**config.mk**
```make
export PLATFORM = sky130hd
export DESIGN_NAME = button_hold_tap_qualifier_top
export DESIGN_NICKNAME = d
export VERILOG_FILES = /design/src/hw/rtl/bhtq_pkg.sv /design/src/hw/rtl/bhtq_ram.sv /design/src/hw/rtl/bhtq_cfg.sv /design/src/hw/rtl/bhtq_seq.sv /design/src/hw/rtl/button_hold_tap_qualifier_top.sv
export SDC_FILE = /design/constraint.sdc
export NUM_CORES = 1
export LEC_CHECK = 0
export BUFFER_PORTS_ARGS = -buffer_cell sky130_fd_sc_hd__buf_2
export CORE_MARGIN = 4
export CORE_UTILIZATION = 53
export DETAILED_ROUTE_END_ITERATION = 10
export MAX_ROUTING_LAYER = met4
export PLACE_DENSITY = 0.74
export SYNTH_ARGS = -nofsm -noshare
export SYNTH_HDL_FRONTEND = slang
export SYNTH_HIERARCHICAL = 1
export SYNTH_SLANG_ARGS = --single-unit
```
**constraint.sdc**
```tcl
create_clock -name clk -period 7.7 [get_ports clk]
set_input_delay 1.54 -clock clk [delete_from_list [all_inputs] [get_ports clk]]
set_output_delay 1.54 -clock clk [all_outputs]
set_load 0.02 [all_outputs]
```
**src/hw/rtl/bhtq_pkg.sv**
```systemverilog
// ----------------------------------------------------------------------------
// bhtq_pkg
// Shared types and constants of the button hold / tap qualifier.
// ----------------------------------------------------------------------------
`default_nettype none

package bhtq_pkg;

  localparam int NUM_PADS_DEF  = 4;
  localparam int NUM_SLOTS_DEF = 4;

  localparam int FUNC_W     = 2;
  localparam int ACT_W      = 6;
  localparam int BTN_W      = 5;
  localparam int PAD_W      = 2;
  localparam int NOW_W      = 32;
  localparam int CONN_W     = 4;
  localparam int MASK_W     = 32;
  localparam int KIND_W     = 2;
  localparam int HOLD_W     = 24;
  localparam int CODE_W     = 6;
  localparam int PADS_IN    = 4;
  localparam int REG_SLOTS  = 4;
  localparam int REG_IDX_W  = 2;
  localparam int SLOT_EXT_W = 3;
  localparam int CFG_IDX_W  = 4;
  localparam int CFG_DATA_W = 24;
  localparam int REC_W      = NOW_W + BTN_W + ACT_W;

  localparam logic [CFG_IDX_W-1:0] REG_HOLD_BASE = 4'd0;
  localparam logic [CFG_IDX_W-1:0] REG_CODE_BASE = 4'd4;

  typedef logic [HOLD_W-1:0] hold_t;
  typedef logic [CODE_W-1:0] code_t;

  typedef enum logic [FUNC_W-1:0] {
    FUNC_PRESS = 2'd0,
    FUNC_POLL  = 2'd1,
    FUNC_CLEAR = 2'd2,
    FUNC_NOP   = 2'd3
  } func_t;

  typedef enum logic [KIND_W-1:0] {
    KIND_HANDLED   = 2'd0,
    KIND_UNHANDLED = 2'd1,
    KIND_HOLD      = 2'd2,
    KIND_TAP       = 2'd3
  } kind_t;

  typedef enum logic [1:0] {
    PH_IDLE    = 2'd0,
    PH_PRESSED = 2'd1,
    PH_FIRED   = 2'd2
  } phase_t;

  typedef enum logic [2:0] {
    ST_IDLE,
    ST_PRESS,
    ST_POLL,
    ST_EVAL,
    ST_EMIT,
    ST_MISC
  } seq_state_t;

  typedef struct packed {
    logic                 clr;
    logic [REG_IDX_W-1:0] slot;
  } slot_clr_t;

  typedef struct packed {
    kind_t            kind;
    logic [PAD_W-1:0] pad;
    logic [BTN_W-1:0] button;
    logic [ACT_W-1:0] action;
  } result_t;

endpackage

`default_nettype wire

```
**src/hw/rtl/bhtq_ram.sv**
```systemverilog
// ----------------------------------------------------------------------------
// bhtq_ram
// Generic single-write, single-read RAM with registered read data.
// ----------------------------------------------------------------------------
`default_nettype none

module bhtq_ram #(
  parameter int WIDTH = bhtq_pkg::REC_W,
  parameter int DEPTH = bhtq_pkg::NUM_PADS_DEF * bhtq_pkg::NUM_SLOTS_DEF
) (
  input  wire logic                             clk,
  input  wire logic                             we,
  input  wire logic [$clog2(DEPTH)-1:0]         waddr,
  input  wire logic [WIDTH-1:0]                 wdata,
  input  wire logic                             re,
  input  wire logic [$clog2(DEPTH)-1:0]         raddr,
  output logic      [WIDTH-1:0]                 rdata
);

  logic [WIDTH-1:0] mem_r [DEPTH];

  always_ff @(posedge clk) begin
    if (we) begin
      mem_r[waddr] <= wdata;
    end
    if (re) begin
      rdata <= mem_r[raddr];
    end
  end

endmodule

`default_nettype wire

```
**src/hw/rtl/bhtq_cfg.sv**
```systemverilog
// ----------------------------------------------------------------------------
// bhtq_cfg
// Slot configuration registers: hold thresholds and action codes.
// ----------------------------------------------------------------------------
`default_nettype none

module bhtq_cfg (
  input  wire logic                                 clk,
  input  wire logic                                 rst_n,
  input  wire logic                                 cfg_we,
  input  wire logic [bhtq_pkg::CFG_IDX_W-1:0]       cfg_idx,
  input  wire logic [bhtq_pkg::CFG_DATA_W-1:0]      cfg_data,
  output bhtq_pkg::hold_t                           hold [bhtq_pkg::REG_SLOTS],
  output bhtq_pkg::code_t                           code [bhtq_pkg::REG_SLOTS],
  output bhtq_pkg::slot_clr_t                       slot_clr
);

  bhtq_pkg::hold_t hold_r [bhtq_pkg::REG_SLOTS];
  bhtq_pkg::code_t code_r [bhtq_pkg::REG_SLOTS];
  logic            hit_hold;
  logic            hit_code;
  logic [bhtq_pkg::REG_IDX_W-1:0] slot;

  always_comb begin
    hit_hold = cfg_we && (cfg_idx < bhtq_pkg::REG_CODE_BASE);
    hit_code = cfg_we && (cfg_idx >= bhtq_pkg::REG_CODE_BASE) &&
               (cfg_idx < bhtq_pkg::REG_CODE_BASE +
                          bhtq_pkg::CFG_IDX_W'(bhtq_pkg::REG_SLOTS));
    slot     = cfg_idx[bhtq_pkg::REG_IDX_W-1:0];
    slot_clr.clr  = hit_hold || hit_code;
    slot_clr.slot = slot;
  end

  always_ff @(posedge clk) begin
    if (!rst_n) begin
      for (int k = 0; k < bhtq_pkg::REG_SLOTS; k++) begin
        hold_r[k] <= '0;
        code_r[k] <= '0;
      end
    end else begin
      if (hit_hold) begin
        hold_r[slot] <= cfg_data;
      end
      if (hit_code) begin
        code_r[slot] <= cfg_data[bhtq_pkg::CODE_W-1:0];
      end
    end
  end

  assign hold = hold_r;
  assign code = code_r;

endmodule

`default_nettype wire

```
**src/hw/rtl/bhtq_seq.sv**
```systemverilog
// ----------------------------------------------------------------------------
// bhtq_seq
// Record sequencer: walks slot/pad records one per step through a single
// compare/subtract unit; phases in flops, record data in RAM.
// ----------------------------------------------------------------------------
`default_nettype none

module bhtq_seq #(
  parameter int NUM_PADS  = bhtq_pkg::NUM_PADS_DEF,
  parameter int NUM_SLOTS = bhtq_pkg::NUM_SLOTS_DEF
) (
  input  wire logic                             clk,
  input  wire logic                             rst_n,
  input  wire logic                             in_valid,
  output logic                                  in_ready,
  input  wire logic [bhtq_pkg::FUNC_W-1:0]      in_func,
  input  wire logic [bhtq_pkg::ACT_W-1:0]       in_action,
  input  wire logic [bhtq_pkg::BTN_W-1:0]       in_button,
  input  wire logic [bhtq_pkg::PAD_W-1:0]       in_pad,
  input  wire logic [bhtq_pkg::NOW_W-1:0]       in_now,
  input  wire logic [bhtq_pkg::CONN_W-1:0]      in_connected,
  input  wire logic [bhtq_pkg::MASK_W-1:0]      in_masks [bhtq_pkg::PADS_IN],
  input  wire bhtq_pkg::hold_t                  hold [bhtq_pkg::REG_SLOTS],
  input  wire bhtq_pkg::code_t                  code [bhtq_pkg::REG_SLOTS],
  input  wire bhtq_pkg::slot_clr_t              slot_clr,
  output logic                                  res_valid,
  input  wire logic                             res_ready,
  output bhtq_pkg::result_t                     res
);

  localparam int SW    = (NUM_SLOTS > 1) ? $clog2(NUM_SLOTS) : 1;
  localparam int PW    = (NUM_PADS > 1) ? $clog2(NUM_PADS) : 1;
  localparam int AW    = SW + PW;
  localparam int DEPTH = 1 << AW;
  localparam logic [SW-1:0] S_LAST = SW'(NUM_SLOTS - 1);
  localparam logic [PW-1:0] P_LAST = PW'(NUM_PADS - 1);

  bhtq_pkg::seq_state_t state_r, state_nxt;
  logic [SW-1:0]        s_r, s_nxt;
  logic [PW-1:0]        p_r, p_nxt;
  bhtq_pkg::result_t    res_r, res_nxt;

  bhtq_pkg::func_t                   func_r;
  logic [bhtq_pkg::ACT_W-1:0]        action_r;
  logic [bhtq_pkg::BTN_W-1:0]        button_r;
  logic [bhtq_pkg::PAD_W-1:0]        pad_r;
  logic [bhtq_pkg::NOW_W-1:0]        now_r;
  logic [bhtq_pkg::CONN_W-1:0]       conn_r;
  logic [bhtq_pkg::MASK_W-1:0]       mask_r [bhtq_pkg::PADS_IN];
  bhtq_pkg::phase_t                  phase_r [NUM_SLOTS][NUM_PADS];

  logic                              load;
  logic                              clr_all;
  logic                              ph_we;
  logic [PW-1:0]                     ph_p;
  bhtq_pkg::phase_t                  ph_val;
  logic                              ram_we;
  logic                              ram_re;
  logic [bhtq_pkg::REC_W-1:0]        rdata;

  logic [bhtq_pkg::SLOT_EXT_W-1:0]   s_ext;
  logic [bhtq_pkg::SLOT_EXT_W-1:0]   p_ext;
  logic                              slot_en;
  logic                              pad_live;
  logic                              press_pad_ok;
  logic                              last_rec;
  logic [SW-1:0]                     adv_s;
  logic [PW-1:0]                     adv_p;
  logic [bhtq_pkg::NOW_W-1:0]        rd_time;
  logic [bhtq_pkg::BTN_W-1:0]        rd_btn;
  logic [bhtq_pkg::ACT_W-1:0]        rd_act;
  logic [bhtq_pkg::NOW_W-1:0]        elapsed;
  logic                              held;
  logic                              fire;
  bhtq_pkg::hold_t                   cur_hold;

  bhtq_ram #(
    .WIDTH (bhtq_pkg::REC_W),
    .DEPTH (DEPTH)
  ) u_ram (
    .clk   (clk),
    .we    (ram_we),
    .waddr ({s_r, PW'(pad_r)}),
    .wdata ({now_r, button_r, action_r}),
    .re    (ram_re),
    .raddr ({s_r, p_r}),
    .rdata (rdata)
  );

  // shared unit: slot enable, pad liveness, elapsed-time subtract and compare
  always_comb begin
    s_ext        = bhtq_pkg::SLOT_EXT_W'(s_r);
    p_ext        = bhtq_pkg::SLOT_EXT_W'(p_r);
    cur_hold     = hold[s_ext[bhtq_pkg::REG_IDX_W-1:0]];
    slot_en      = (s_ext < bhtq_pkg::SLOT_EXT_W'(bhtq_pkg::REG_SLOTS)) && (cur_hold != '0);
    pad_live     = (p_ext < bhtq_pkg::SLOT_EXT_W'(bhtq_pkg::PADS_IN)) &&
                   conn_r[p_ext[bhtq_pkg::PAD_W-1:0]];
    press_pad_ok = (4'(pad_r) < 4'(NUM_PADS));
    last_rec     = (s_r == S_LAST) && (p_r == P_LAST);
    adv_s        = (s_r == S_LAST) ? '0 : s_r + SW'(1);
    adv_p        = (s_r == S_LAST) ? p_r + PW'(1) : p_r;
    {rd_time, rd_btn, rd_act} = rdata;
    elapsed      = now_r - rd_time;
    fire         = elapsed >= bhtq_pkg::NOW_W'(cur_hold);
    held         = mask_r[p_ext[bhtq_pkg::PAD_W-1:0]][rd_btn];
  end

  always_comb begin
    state_nxt = state_r;
    s_nxt     = s_r;
    p_nxt     = p_r;
    res_nxt   = res_r;
    in_ready  = 1'b0;
    res_valid = 1'b0;
    load      = 1'b0;
    clr_all   = 1'b0;
    ph_we     = 1'b0;
    ph_p      = p_r;
    ph_val    = bhtq_pkg::PH_IDLE;
    ram_we    = 1'b0;
    ram_re    = 1'b0;
    unique case (state_r)
      bhtq_pkg::ST_IDLE: begin
        in_ready = 1'b1;
        if (in_valid) begin
          load  = 1'b1;
          s_nxt = '0;
          p_nxt = '0;
          unique case (bhtq_pkg::func_t'(in_func))
            bhtq_pkg::FUNC_PRESS: state_nxt = bhtq_pkg::ST_PRESS;
            bhtq_pkg::FUNC_POLL:  state_nxt = bhtq_pkg::ST_POLL;
            default:              state_nxt = bhtq_pkg::ST_MISC;
          endcase
        end
      end
      bhtq_pkg::ST_PRESS: begin
        res_nxt.pad    = pad_r;
        res_nxt.button = button_r;
        res_nxt.action = action_r;
        res_nxt.kind   = bhtq_pkg::KIND_UNHANDLED;
        if (!press_pad_ok) begin
          state_nxt = bhtq_pkg::ST_EMIT;
        end else if (slot_en && (code[s_ext[bhtq_pkg::REG_IDX_W-1:0]] == action_r)) begin
          ram_we       = 1'b1;
          ph_we        = 1'b1;
          ph_p         = PW'(pad_r);
          ph_val       = bhtq_pkg::PH_PRESSED;
          res_nxt.kind = bhtq_pkg::KIND_HANDLED;
          state_nxt    = bhtq_pkg::ST_EMIT;
        end else if (s_r == S_LAST) begin
          state_nxt = bhtq_pkg::ST_EMIT;
        end else begin
          s_nxt = adv_s;
        end
      end
      bhtq_pkg::ST_POLL: begin
        if (pad_live && slot_en && (phase_r[s_r][p_r] != bhtq_pkg::PH_IDLE)) begin
          ram_re    = 1'b1;
          state_nxt = bhtq_pkg::ST_EVAL;
        end else if (last_rec) begin
          state_nxt = bhtq_pkg::ST_IDLE;
        end else begin
          s_nxt = adv_s;
          p_nxt = adv_p;
        end
      end
      bhtq_pkg::ST_EVAL: begin
        res_nxt.pad    = bhtq_pkg::PAD_W'(p_r);
        res_nxt.button = rd_btn;
        res_nxt.action = rd_act;
        res_nxt.kind   = bhtq_pkg::KIND_HOLD;
        if (held && (phase_r[s_r][p_r] == bhtq_pkg::PH_PRESSED) && fire) begin
          ph_we     = 1'b1;
          ph_val    = bhtq_pkg::PH_FIRED;
          state_nxt = bhtq_pkg::ST_EMIT;
        end else if (!held && (phase_r[s_r][p_r] == bhtq_pkg::PH_PRESSED)) begin
          ph_we        = 1'b1;
          res_nxt.kind = bhtq_pkg::KIND_TAP;
          state_nxt    = bhtq_pkg::ST_EMIT;
        end else begin
          ph_we = !held;
          if (last_rec) begin
            state_nxt = bhtq_pkg::ST_IDLE;
          end else begin
            s_nxt     = adv_s;
            p_nxt     = adv_p;
            state_nxt = bhtq_pkg::ST_POLL;
          end
        end
      end
      bhtq_pkg::ST_EMIT: begin
        res_valid = 1'b1;
        if (res_ready) begin
          state_nxt = bhtq_pkg::ST_IDLE;
        end
      end
      bhtq_pkg::ST_MISC: begin
        clr_all   = (func_r == bhtq_pkg::FUNC_CLEAR);
        state_nxt = bhtq_pkg::ST_IDLE;
      end
      default: state_nxt = bhtq_pkg::ST_IDLE;
    endcase
  end

  always_ff @(posedge clk) begin
    if (!rst_n) begin
      state_r <= bhtq_pkg::ST_IDLE;
    end else begin
      state_r <= state_nxt;
    end
  end

  always_ff @(posedge clk) begin
    s_r   <= s_nxt;
    p_r   <= p_nxt;
    res_r <= res_nxt;
    if (load) begin
      func_r   <= bhtq_pkg::func_t'(in_func);
      action_r <= in_action;
      button_r <= in_button;
      pad_r    <= in_pad;
      now_r    <= in_now;
      conn_r   <= in_connected;
      mask_r   <= in_masks;
    end
  end

  always_ff @(posedge clk) begin
    for (int s = 0; s < NUM_SLOTS; s++) begin
      for (int p = 0; p < NUM_PADS; p++) begin
        if (!rst_n || clr_all ||
            (slot_clr.clr && (4'(slot_clr.slot) == 4'(s)))) begin
          phase_r[s][p] <= bhtq_pkg::PH_IDLE;
        end else if (ph_we && (s_r == SW'(s)) && (ph_p == PW'(p))) begin
          phase_r[s][p] <= ph_val;
        end
      end
    end
  end

  assign res = res_r;

endmodule

`default_nettype wire

```
**src/hw/rtl/button_hold_tap_qualifier_top.sv**
```systemverilog
// ----------------------------------------------------------------------------
// button_hold_tap_qualifier_top
// Long-press qualifier: arms per-slot, per-pad records on press events and
// reports hold or tap on polls.
// ----------------------------------------------------------------------------
// One word is handled at a time; in_ready is low until it is done. A press
// compares one slot per cycle and stops at the first matching slot or the
// last slot, then hands off its result. A poll visits the NUM_SLOTS x NUM_PADS
// records in pad order, skipping idle, disabled or unconnected records without
// a RAM read; an armed one takes a record RAM read, then the elapsed-time
// compare. The poll stops at the first hold or tap and hands off a result
// when one is found. Clear and the unused code pass through the misc state
// back to idle. All records share the single compare and subtract unit and
// the one RAM read port. A finished result sits in the output register while
// the next word is taken.
`default_nettype none

module button_hold_tap_qualifier_top #(
  parameter int NUM_PADS  = bhtq_pkg::NUM_PADS_DEF,
  parameter int NUM_SLOTS = bhtq_pkg::NUM_SLOTS_DEF
) (
  input  wire logic                             clk,
  input  wire logic                             rst_n,
  input  wire logic                             cfg_we,
  input  wire logic [bhtq_pkg::CFG_IDX_W-1:0]   cfg_idx,
  input  wire logic [bhtq_pkg::CFG_DATA_W-1:0]  cfg_data,
  input  wire logic                             in_valid,
  output logic                                  in_ready,
  input  wire logic [bhtq_pkg::FUNC_W-1:0]      in_func,
  input  wire logic [bhtq_pkg::ACT_W-1:0]       in_action,
  input  wire logic [bhtq_pkg::BTN_W-1:0]       in_button,
  input  wire logic [bhtq_pkg::PAD_W-1:0]       in_pad,
  input  wire logic [bhtq_pkg::NOW_W-1:0]       in_now,
  input  wire logic [bhtq_pkg::CONN_W-1:0]      in_connected,
  input  wire logic [bhtq_pkg::MASK_W-1:0]      in_pad0_buttons,
  input  wire logic [bhtq_pkg::MASK_W-1:0]      in_pad1_buttons,
  input  wire logic [bhtq_pkg::MASK_W-1:0]      in_pad2_buttons,
  input  wire logic [bhtq_pkg::MASK_W-1:0]      in_pad3_buttons,
  output logic                                  out_valid,
  input  wire logic                             out_ready,
  output logic [bhtq_pkg::KIND_W-1:0]           out_kind,
  output logic [bhtq_pkg::PAD_W-1:0]            out_pad,
  output logic [bhtq_pkg::BTN_W-1:0]            out_button,
  output logic [bhtq_pkg::ACT_W-1:0]            out_action
);

  bhtq_pkg::hold_t      hold [bhtq_pkg::REG_SLOTS];
  bhtq_pkg::code_t      code [bhtq_pkg::REG_SLOTS];
  bhtq_pkg::slot_clr_t  slot_clr;
  logic [bhtq_pkg::MASK_W-1:0] masks [bhtq_pkg::PADS_IN];
  logic                 res_valid;
  logic                 res_ready;
  bhtq_pkg::result_t    res;
  logic                 out_valid_r;
  bhtq_pkg::result_t    out_res_r;

  assign masks[0] = in_pad0_buttons;
  assign masks[1] = in_pad1_buttons;
  assign masks[2] = in_pad2_buttons;
  assign masks[3] = in_pad3_buttons;

  bhtq_cfg u_cfg (
    .clk      (clk),
    .rst_n    (rst_n),
    .cfg_we   (cfg_we),
    .cfg_idx  (cfg_idx),
    .cfg_data (cfg_data),
    .hold     (hold),
    .code     (code),
    .slot_clr (slot_clr)
  );

  bhtq_seq #(
    .NUM_PADS  (NUM_PADS),
    .NUM_SLOTS (NUM_SLOTS)
  ) u_seq (
    .clk          (clk),
    .rst_n        (rst_n),
    .in_valid     (in_valid),
    .in_ready     (in_ready),
    .in_func      (in_func),
    .in_action    (in_action),
    .in_button    (in_button),
    .in_pad       (in_pad),
    .in_now       (in_now),
    .in_connected (in_connected),
    .in_masks     (masks),
    .hold         (hold),
    .code         (code),
    .slot_clr     (slot_clr),
    .res_valid    (res_valid),
    .res_ready    (res_ready),
    .res          (res)
  );

  // output word register
  assign res_ready = !out_valid_r || out_ready;

  always_ff @(posedge clk) begin
    if (!rst_n) begin
      out_valid_r <= 1'b0;
    end else if (res_ready) begin
      out_valid_r <= res_valid;
    end
  end

  always_ff @(posedge clk) begin
    if (res_valid && res_ready) begin
      out_res_r <= res;
    end
  end

  assign out_valid  = out_valid_r;
  assign out_kind   = out_res_r.kind;
  assign out_pad    = out_res_r.pad;
  assign out_button = out_res_r.button;
  assign out_action = out_res_r.action;

endmodule

`default_nettype wire

```
**Word level (Yosys, flattened, before mapping)**

Memories as Yosys holds them, arrays and structs flattened. A register that Yosys moved wholly into a read port is not among the register bits.
Index checks and enable logic that the tools add are counted.
Widths: inputs -> output; s select.

- Register bits after elaboration: 337
- Memory bits (writable): 720
- Bits of input ports: 212
- Logic and storage cells: 295
- Memories: 2

- $add $sub $neg: 3
- $lt $le $gt $ge: 10
- Eq/ne operators: 28
- Muxes and demuxes: 144
- Bitwise gates (word level): 19
- Reduce and logical (&&, ||, !) cells: 59

Memories:

| name | words | bits a word | rd ports | clocked after memory_dff | write ports | RTL line | text |
|---|---|---|---|---|---|---|---|
| u_seq.u_ram.mem_r | 16 | 43 | 1 | 1 | 1 | bhtq_ram.sv:20 | `logic [WIDTH-1:0] mem_r [DEPTH];` |
| u_seq.phase_r | 4 | 8 | 1 | 1 | 4 | bhtq_seq.sv:50 | `bhtq_pkg::phase_t phase_r [NUM_SLOTS][NUM_PADS];` |

Operators with widths:

| cell | number |
|---|---|
| $bwmux 96 | 1 |
| $mux 1 | 74 |
| $mux 2 | 37 |
| $mux 24 | 3 |
| $bmux 32 s2 | 1 |
| $mux 32 | 2 |
| $bmux 24 s2 | 1 |
| $demux 24 s2 | 1 |
| $logic_and 1x1->1 | 36 |
| $ge 32x24->1 | 1 |
| $sub 32x32->32 | 1 |
| $pmux 15 s2 | 1 |
| $bwmux 24 | 1 |
| $mux 3 | 8 |
| $reduce_bool 24->1 | 1 |
| $mux 6 | 3 |
| $eq 2x2->1 const B | 8 |
| $or 1x1->1 | 16 |
| $pmux 3 s5 | 1 |
| $ne 2x2->1 const B | 7 |
| $bmux 6 s2 | 1 |
| $demux 6 s2 | 1 |
| $eq 2x1->1 const B | 5 |
| $ge 3x3->1 const B | 3 |
| other kinds (31) | 49 |

**Longest topological paths before layout**

- Depth in word-level cells: 17
- Gate-level depth with buffers: 21
- Gate-level depth less buffers: 21

**By module**

The synthesis kept the hierarchy.

By module, submodules not included:

| module | times used | cells each | area an instance (um^2) | sequential area each (um^2) |
|---|---|---|---|---|
| bhtq_ram | 1 | 1,116 | 27,069.7 | 21,951.1 |
| bhtq_seq | 1 | 1,001 | 12,959.9 | 7,006.7 |
| bhtq_cfg | 1 | 428 | 4,459.3 | 2,402.3 |
| button_hold_tap_qualifier_top | 1 | 20 | 508.0 | 470.5 |

**Worst setup path before layout**

OpenSTA, ideal clock, no wires.

- Path type: reg2reg
- Start point: reg u_seq.s_r[0]
- End point: mem u_seq/u_ram/mem_r[0][0] (netlist bit) (enable)
- Arrival time: 5.936 ns
- Required time: 7.203 ns
- Slack: 1.267 ns
- Stages on the path, launching flop included: 12
- Buffers on the path: 4
- Clock period less this slack: 6.433 ns
- Cells stage by stage: edfxtp_1 buf_6 buf_2 mux4_2 xnor2_1 nand4_1 nor4_2 and3_1 buf_6 buf_12 or3b_2 nor3_1

- Word-level cells in the longest chain between the ends: 10

Ends and longest elaborated chain:

| element | RTL line | text |
|---|---|---|
| start, declared | bhtq_seq.sv:39 | `logic [SW-1:0] s_r, s_nxt;` |
| start signal, assigned | bhtq_seq.sv:214 | `s_r <= s_nxt;` |
| $not 2->3 (implied by the code) * | bhtq_seq.sv:94, bhtq_seq.sv:143 |  |
| $bmux 24 s2 or $bmux 6 s2 (tied branches) | bhtq_seq.sv:94, bhtq_seq.sv:143 |  |
| $mux 24 (implied by the code) or $mux 6 (tied branches) (2 in series) | bhtq_seq.sv:94, bhtq_seq.sv:143 |  |
| $reduce_bool 24->1 or $eq 6x6->1 (tied branches) | bhtq_seq.sv:95, bhtq_seq.sv:143 |  |
| $logic_and 1x1->1 * | bhtq_seq.sv:143 | `end else if (slot_en && (code[s_ext[bhtq_pkg::REG_IDX_W-1:0]] == action_r)) begin` |
| $mux 1 * | bhtq_seq.sv:143 |  |
| $mux 1 * | bhtq_seq.sv:122 | `unique case (state_r)` |
| net u_seq.ram_we | bhtq_seq.sv:57 | `logic ram_we;` |
| $mux 1 * | bhtq_ram.sv:23 | `if (we) begin` |
| $mux 1 (implied by the code) * | bhtq_ram.sv:24 | `mem_r[waddr] <= wdata;` |
| end, declared | bhtq_ram.sv:20 |  |

Mark *: on every way through the listed nets, which the timed path passes. The rest lies on a longest branch. The select of a mux whose other input is x is not followed.

**Worst setup path after layout**

- Start point: reg u_seq.s_r[0]
- End point: mem u_seq/u_ram/mem_r[14][28] (netlist bit) (enable)

- Word-level cells in the longest chain between the ends: 10

Ends and longest elaborated chain:

| element | RTL line |
|---|---|
| $not 2->3 (implied by the code) | bhtq_seq.sv:94, bhtq_seq.sv:143 |
| $bmux 24 s2 or $bmux 6 s2 (tied branches) | bhtq_seq.sv:94, bhtq_seq.sv:143 |
| $mux 24 (implied by the code) or $mux 6 (tied branches) (2 in series) | bhtq_seq.sv:94, bhtq_seq.sv:143 |
| $reduce_bool 24->1 or $eq 6x6->1 (tied branches) | bhtq_seq.sv:95, bhtq_seq.sv:143 |
| $logic_and 1x1->1 | bhtq_seq.sv:143 |
| $mux 1 | bhtq_seq.sv:143 |
| $mux 1 | bhtq_seq.sv:122 |
| $mux 1 | bhtq_ram.sv:23 |
| $mux 1 (implied by the code) | bhtq_ram.sv:24 |

Several ways; a longest one is shown, not always the timed one. The select of a mux whose other input is x is not followed.

==> results.md <==
- The number of inserted filler cells in the final layout is 5,892.
- For this design the static power due to leakage is 17.5 nW.
- The number of global-route vias before repair is 25,663.
- The die is 299 um tall.
- The area of the placeable core is 84,000 um2.
- The worst min-delay path category is flop to flop.
- The number of antenna violations at the first check in global routing is 5.
- The final routed DRC violation total is 0.
- Net switching is 28.3% of the power.
- The run finished with clean final reports.
- The total power divided by cell area is ~320 nW/um2.
- The starting density of the core is 53.6%.
- The half-perimeter wire length of the detailed placement result is 63,900 um.
- The share of total power in the clock network is between 30% and 40%.
- The total wire length is 106,000 um.
- Setup repair after global routing left no endpoint under its margin.
- The via count of the routed design is 24,756.
- The TritonCTS clock tree is built.
- The first-pass iteration count of the detailed router is 6.
- The cell repeated most along the worst path is sky130_fd_sc_hd__buf_4.
- The count of final max-slew check failures was 0.
- CTS built an H-tree with a depth of 3.
- The maximum fanout along the worst path is 30.
- The number of buffers added for setup after CTS is 0.
- The peak supply drop is 0.000238 V.
- The number of setup violations in the final report is 0.
- The normalized max-slew margin is 15.3%.
- Dividing the detail-routed via count by the number of cells gives between 6 and 7.
- Of all flip-flops after synthesis, the portion carrying an async set or reset was 0%.
- Among all flip-flop cells after synthesis, the most frequent one is sky130_fd_sc_hd__edfxtp_1.
- The signal on the critical path passes through buf_4 > mux4_2 > xor2_1 > nor4_2 > and3_1 > nand3_1 > nor2_4 > buf_4.
- Global routing used 24.5% of the available tracks across all layers.
- The part of the power in combinational logic is a little over a fifth.
- From left edge to right edge, the die measures 299 um.
- The synthesis warning total is 6.
- On the final layout, the worst clock skew is around 36 ps.
- After detailed routing, the average wire length per cell comes to 26.3 um.
- In this run, the number of DRC markers left after iteration 0 of detailed routing was roughly 2,500.
- The count of buffers added on input and output ports is 228.
- Clock tree synthesis inserted a total of 109 buffers.
- In the final design database the tool counted roughly 3,000 nets.
- The number of violations of the max-capacitance limit is 0.
- The kind of start point of the critical path is a flop.
- The synthesized design contains 976 enable-type register cells.
- The core occupancy in the finished layout is 60.8%.
- The worst setup path is of the flop to flop kind.
- The data arrival at the endpoint of the critical path is 6240 ps.
- Entering global routing, the biggest net connects 166 pins.
- Clock-pin slew was measured on the worst setup and hold paths at about 60 ps.
- For this run, the top clock speed supported by timing is 170 MHz.
- The total I/O pin count is 229.
- The fraction of the cycle the final worst path needs is 76.2%.
- At the pin with the least slew margin, the transition time is 1270 ps.
- The post-synthesis instance total is roughly 2,600.
- After routing, the total negative slack on setup checks comes to 0 ps.
- The number of antenna-violating nets in the routed design is 0.
- The floorplan row count is 106.
- The total overflow left after global routing is 0.
- For this design, the sink count on the clock tree is 1,102.
- The first global-routing pass estimated approximately 160,000 um of wire.
- The internal power contribution is ~12 mW.
- Routability-driven placement finished with a final weighted congestion of 0.919.
- In the final layout, the share of cells above drive strength 1 is 25.1%.
- The worst setup path is captured at a flop.
- The largest single stage delay on the critical path is 1060 ps.
- The final count of hold timing violations was 0.
- The floorplan step defined a die boundary enclosing 89,600 um2.
- The count of unique library cells instantiated by Yosys is 79.
- The mapped netlist covers 45,000 um2.
- The root buffer cell is sky130_fd_sc_hd__clkbuf_16.
- The share of the Yosys chip area taken by registers is 70.7%.
- The number of gates resized after CTS is 0.
- Counting every net in the synthesized netlist gives 2,838.
- After layout, the minimum clock period comes to 5870 ps.
- The post-synthesis to final-layout area growth is 13.4%.
- In this run, post-CTS hold repair placed 0 buffers.
- Among all stages on the critical path, the largest delay is contributed by sky130_fd_sc_hd__nor2_4.
- The number of synthesized register bits is 1,102.
- The mean cell area of the mapped netlist is 17.5 um2.
- The net switching power is 4.67 mW.
- For the worst-skew pair, the clock arrives at the later sink with an insertion delay of 700 ps.
- At the worst endpoint, the required time is about 8100 ps.
- Overall power consumption after layout is estimated at 16.5 mW.
- The largest buffer count on any clock path is 3.
- The share of power burned in registers is 46.0%.
[critical path, delay by kind of cell (launching register included)]
family,cells,cell delay (ps)
buf+inv,2,970
flops,1,920
simple gates,4,2890
mux,1,570
xor+xnor,1,160
[per-layer routing]
layer / GRT usage [%] / wire length, um / vias to the layer above
met5: - / 0 / -
met3: 3.89 / 8250 / 198
met2: 39.2 / 52700 / 1127
met4: 6.51 / 2800 / 0
li1: - / - / 10658
met1: 33.3 / 42600 / 12773
[cells by family after synthesis]
kind of cell               count (synthesis)  synth area share (%)
and+or+nand+nor                          504                  5.20
muxes                                    384                  15.2
DFF                                     1102                  70.7
AOI/OAI and AO/OA                        282                  4.30
xor gates and xnor gates                  35                 0.681
buffers and inverters                    197                  2.19
adders and majority gates                 61                  1.71
[flip-flops by register name, indices dropped and copies added (netlist names), 3 cells and up, named ones only]
register,count
u_seq/state_r,3
u_seq/phase_r,32
u_seq/now_r,32
u_seq/mask_r,128
u_seq/action_r,6
u_seq/res,15
u_seq/u_ram/mem_r,688
u_seq/conn_r,4
out_action,6
u_cfg/hold,96
out_button,5
u_seq/button_r,5
u_seq/u_ram/rdata,43
u_cfg/code,24
[final cells by class]
cell class / instances / area (um2) / share of cell area [%]
tap: 1134 / 1420 / 2.78
antenna: 7 / 17.5 / 0.0343
sequential: 1102 / 31800 / 62.4
timing repair buffer: 269 / 1490 / 2.92
clock inverter: 71 / 826 / 1.62
clock buffer: 127 / 2860 / 5.60
inverter: 69 / 259 / 0.508
multi-input combinational: 1266 / 12300 / 24.2
[cell usage in the layout, fill, tap and decap left out, types with 9 or more instances in the layout]
cell                          n
sky130_fd_sc_hd__buf_4       39
sky130_fd_sc_hd__mux2i_1    135
sky130_fd_sc_hd__nor2_1      59
sky130_fd_sc_hd__clkbuf_1    12
sky130_fd_sc_hd__buf_2      227
sky130_fd_sc_hd__mux2_2      13
sky130_fd_sc_hd__dfxtp_1    126
sky130_fd_sc_hd__nand4_1     10
sky130_fd_sc_hd__mux4_2     231
sky130_fd_sc_hd__a211oi_1     9
sky130_fd_sc_hd__inv_1       68
sky130_fd_sc_hd__nor3_1      20
sky130_fd_sc_hd__clkinv_2    22
sky130_fd_sc_hd__and3_1      22
sky130_fd_sc_hd__a31oi_1     13
sky130_fd_sc_hd__nor4_1      10
sky130_fd_sc_hd__xor2_1      18
sky130_fd_sc_hd__bufinv_16   15
sky130_fd_sc_hd__clkbuf_16  110
sky130_fd_sc_hd__a21oi_1     51
sky130_fd_sc_hd__nor2_4      13
sky130_fd_sc_hd__nand3_1     18
sky130_fd_sc_hd__a21o_1      13
sky130_fd_sc_hd__o21ai_0     50
sky130_fd_sc_hd__ha_1        60
sky130_fd_sc_hd__nand2b_1    14
sky130_fd_sc_hd__nand2_1    272
sky130_fd_sc_hd__a22oi_1     90
sky130_fd_sc_hd__xnor2_1     17
sky130_fd_sc_hd__clkinv_1    24
sky130_fd_sc_hd__edfxtp_1   976
sky130_fd_sc_hd__nor2b_1     13
[path summary, 6_finish.rpt]
check	slack [ps]	start	cells after the start	to
hold / removal	410	u_seq/res[14]	0	out_kind[1]
setup reg to reg	1830	u_seq/s_r[0]	8	u_seq/u_ram/mem_r[14][28]
hold reg to reg	410	u_seq/res[14]	0	out_kind[1]
setup / recovery	1830	u_seq/s_r[0]	8	u_seq/u_ram/mem_r[14][28]
[cells in the mapped netlist (5+ instances only)]
library cell               instances  area (um2)
sky130_fd_sc_hd__edfxtp_1        976       29300
sky130_fd_sc_hd__nand2_1         272        1020
sky130_fd_sc_hd__mux4_2          231        5200
sky130_fd_sc_hd__mux2i_1         135        1350
sky130_fd_sc_hd__dfxtp_1         126        2520
sky130_fd_sc_hd__a22oi_1          90         676
sky130_fd_sc_hd__nor2_1           72         270
sky130_fd_sc_hd__inv_1            68         255
sky130_fd_sc_hd__ha_1             60         751
sky130_fd_sc_hd__clkbuf_1         55         206
sky130_fd_sc_hd__a21oi_1          51         255
sky130_fd_sc_hd__o21ai_0          50         250
sky130_fd_sc_hd__buf_2            31         155
sky130_fd_sc_hd__nor3_1           25         125
sky130_fd_sc_hd__and3_1           22         138
sky130_fd_sc_hd__buf_6            22         248
sky130_fd_sc_hd__nand3_1          18        90.1
sky130_fd_sc_hd__xor2_1           18         158
sky130_fd_sc_hd__xnor2_1          17         149
sky130_fd_sc_hd__nor2b_1          15        93.8
sky130_fd_sc_hd__nand2b_1         14        87.6
sky130_fd_sc_hd__a21o_1           13        97.6
sky130_fd_sc_hd__a31oi_1          13        81.3
sky130_fd_sc_hd__mux2_2           13         146
sky130_fd_sc_hd__buf_1            12        45.0
sky130_fd_sc_hd__nand4_1          10        62.6
sky130_fd_sc_hd__nor4_1           10        62.6
sky130_fd_sc_hd__a211oi_1          9        67.6
sky130_fd_sc_hd__o22ai_1           7        43.8
sky130_fd_sc_hd__buf_4             6        45.0
sky130_fd_sc_hd__nand3b_1          6        45.0
sky130_fd_sc_hd__or2_2             6        37.5
sky130_fd_sc_hd__mux4_1            5         131
sky130_fd_sc_hd__o211ai_1          5        37.5
sky130_fd_sc_hd__o21ai_1           5        25.0
[stage by stage]
stage	cells	instance area, um2	worst slack (ps)	hold WS [ps]
floorplan	2565	45000	1270	400
global placement	3840	47300	2050	402
detailed placement	3840	47300	1820	408
CTS	4038	51000	1800	407
global route	4043	51000	1480	417
finish	4045	51000	1830	405
[power by group through the flow]
| stage | Sequential [mW] | Combinational [mW] | Clock [mW] |
|---|---|---|---|
| floorplan | 7.55 | 2.59 | 0 |
| global placement | 7.68 | 3.41 | 0 |
| detailed placement | 7.72 | 3.46 | 0 |
| CTS | 7.59 | 3.48 | 5.52 |
| global route | 7.64 | 3.75 | 5.82 |
| finish | 7.59 | 3.48 | 5.43 |
No activity file was read; power rests on OpenSTA's default activity.
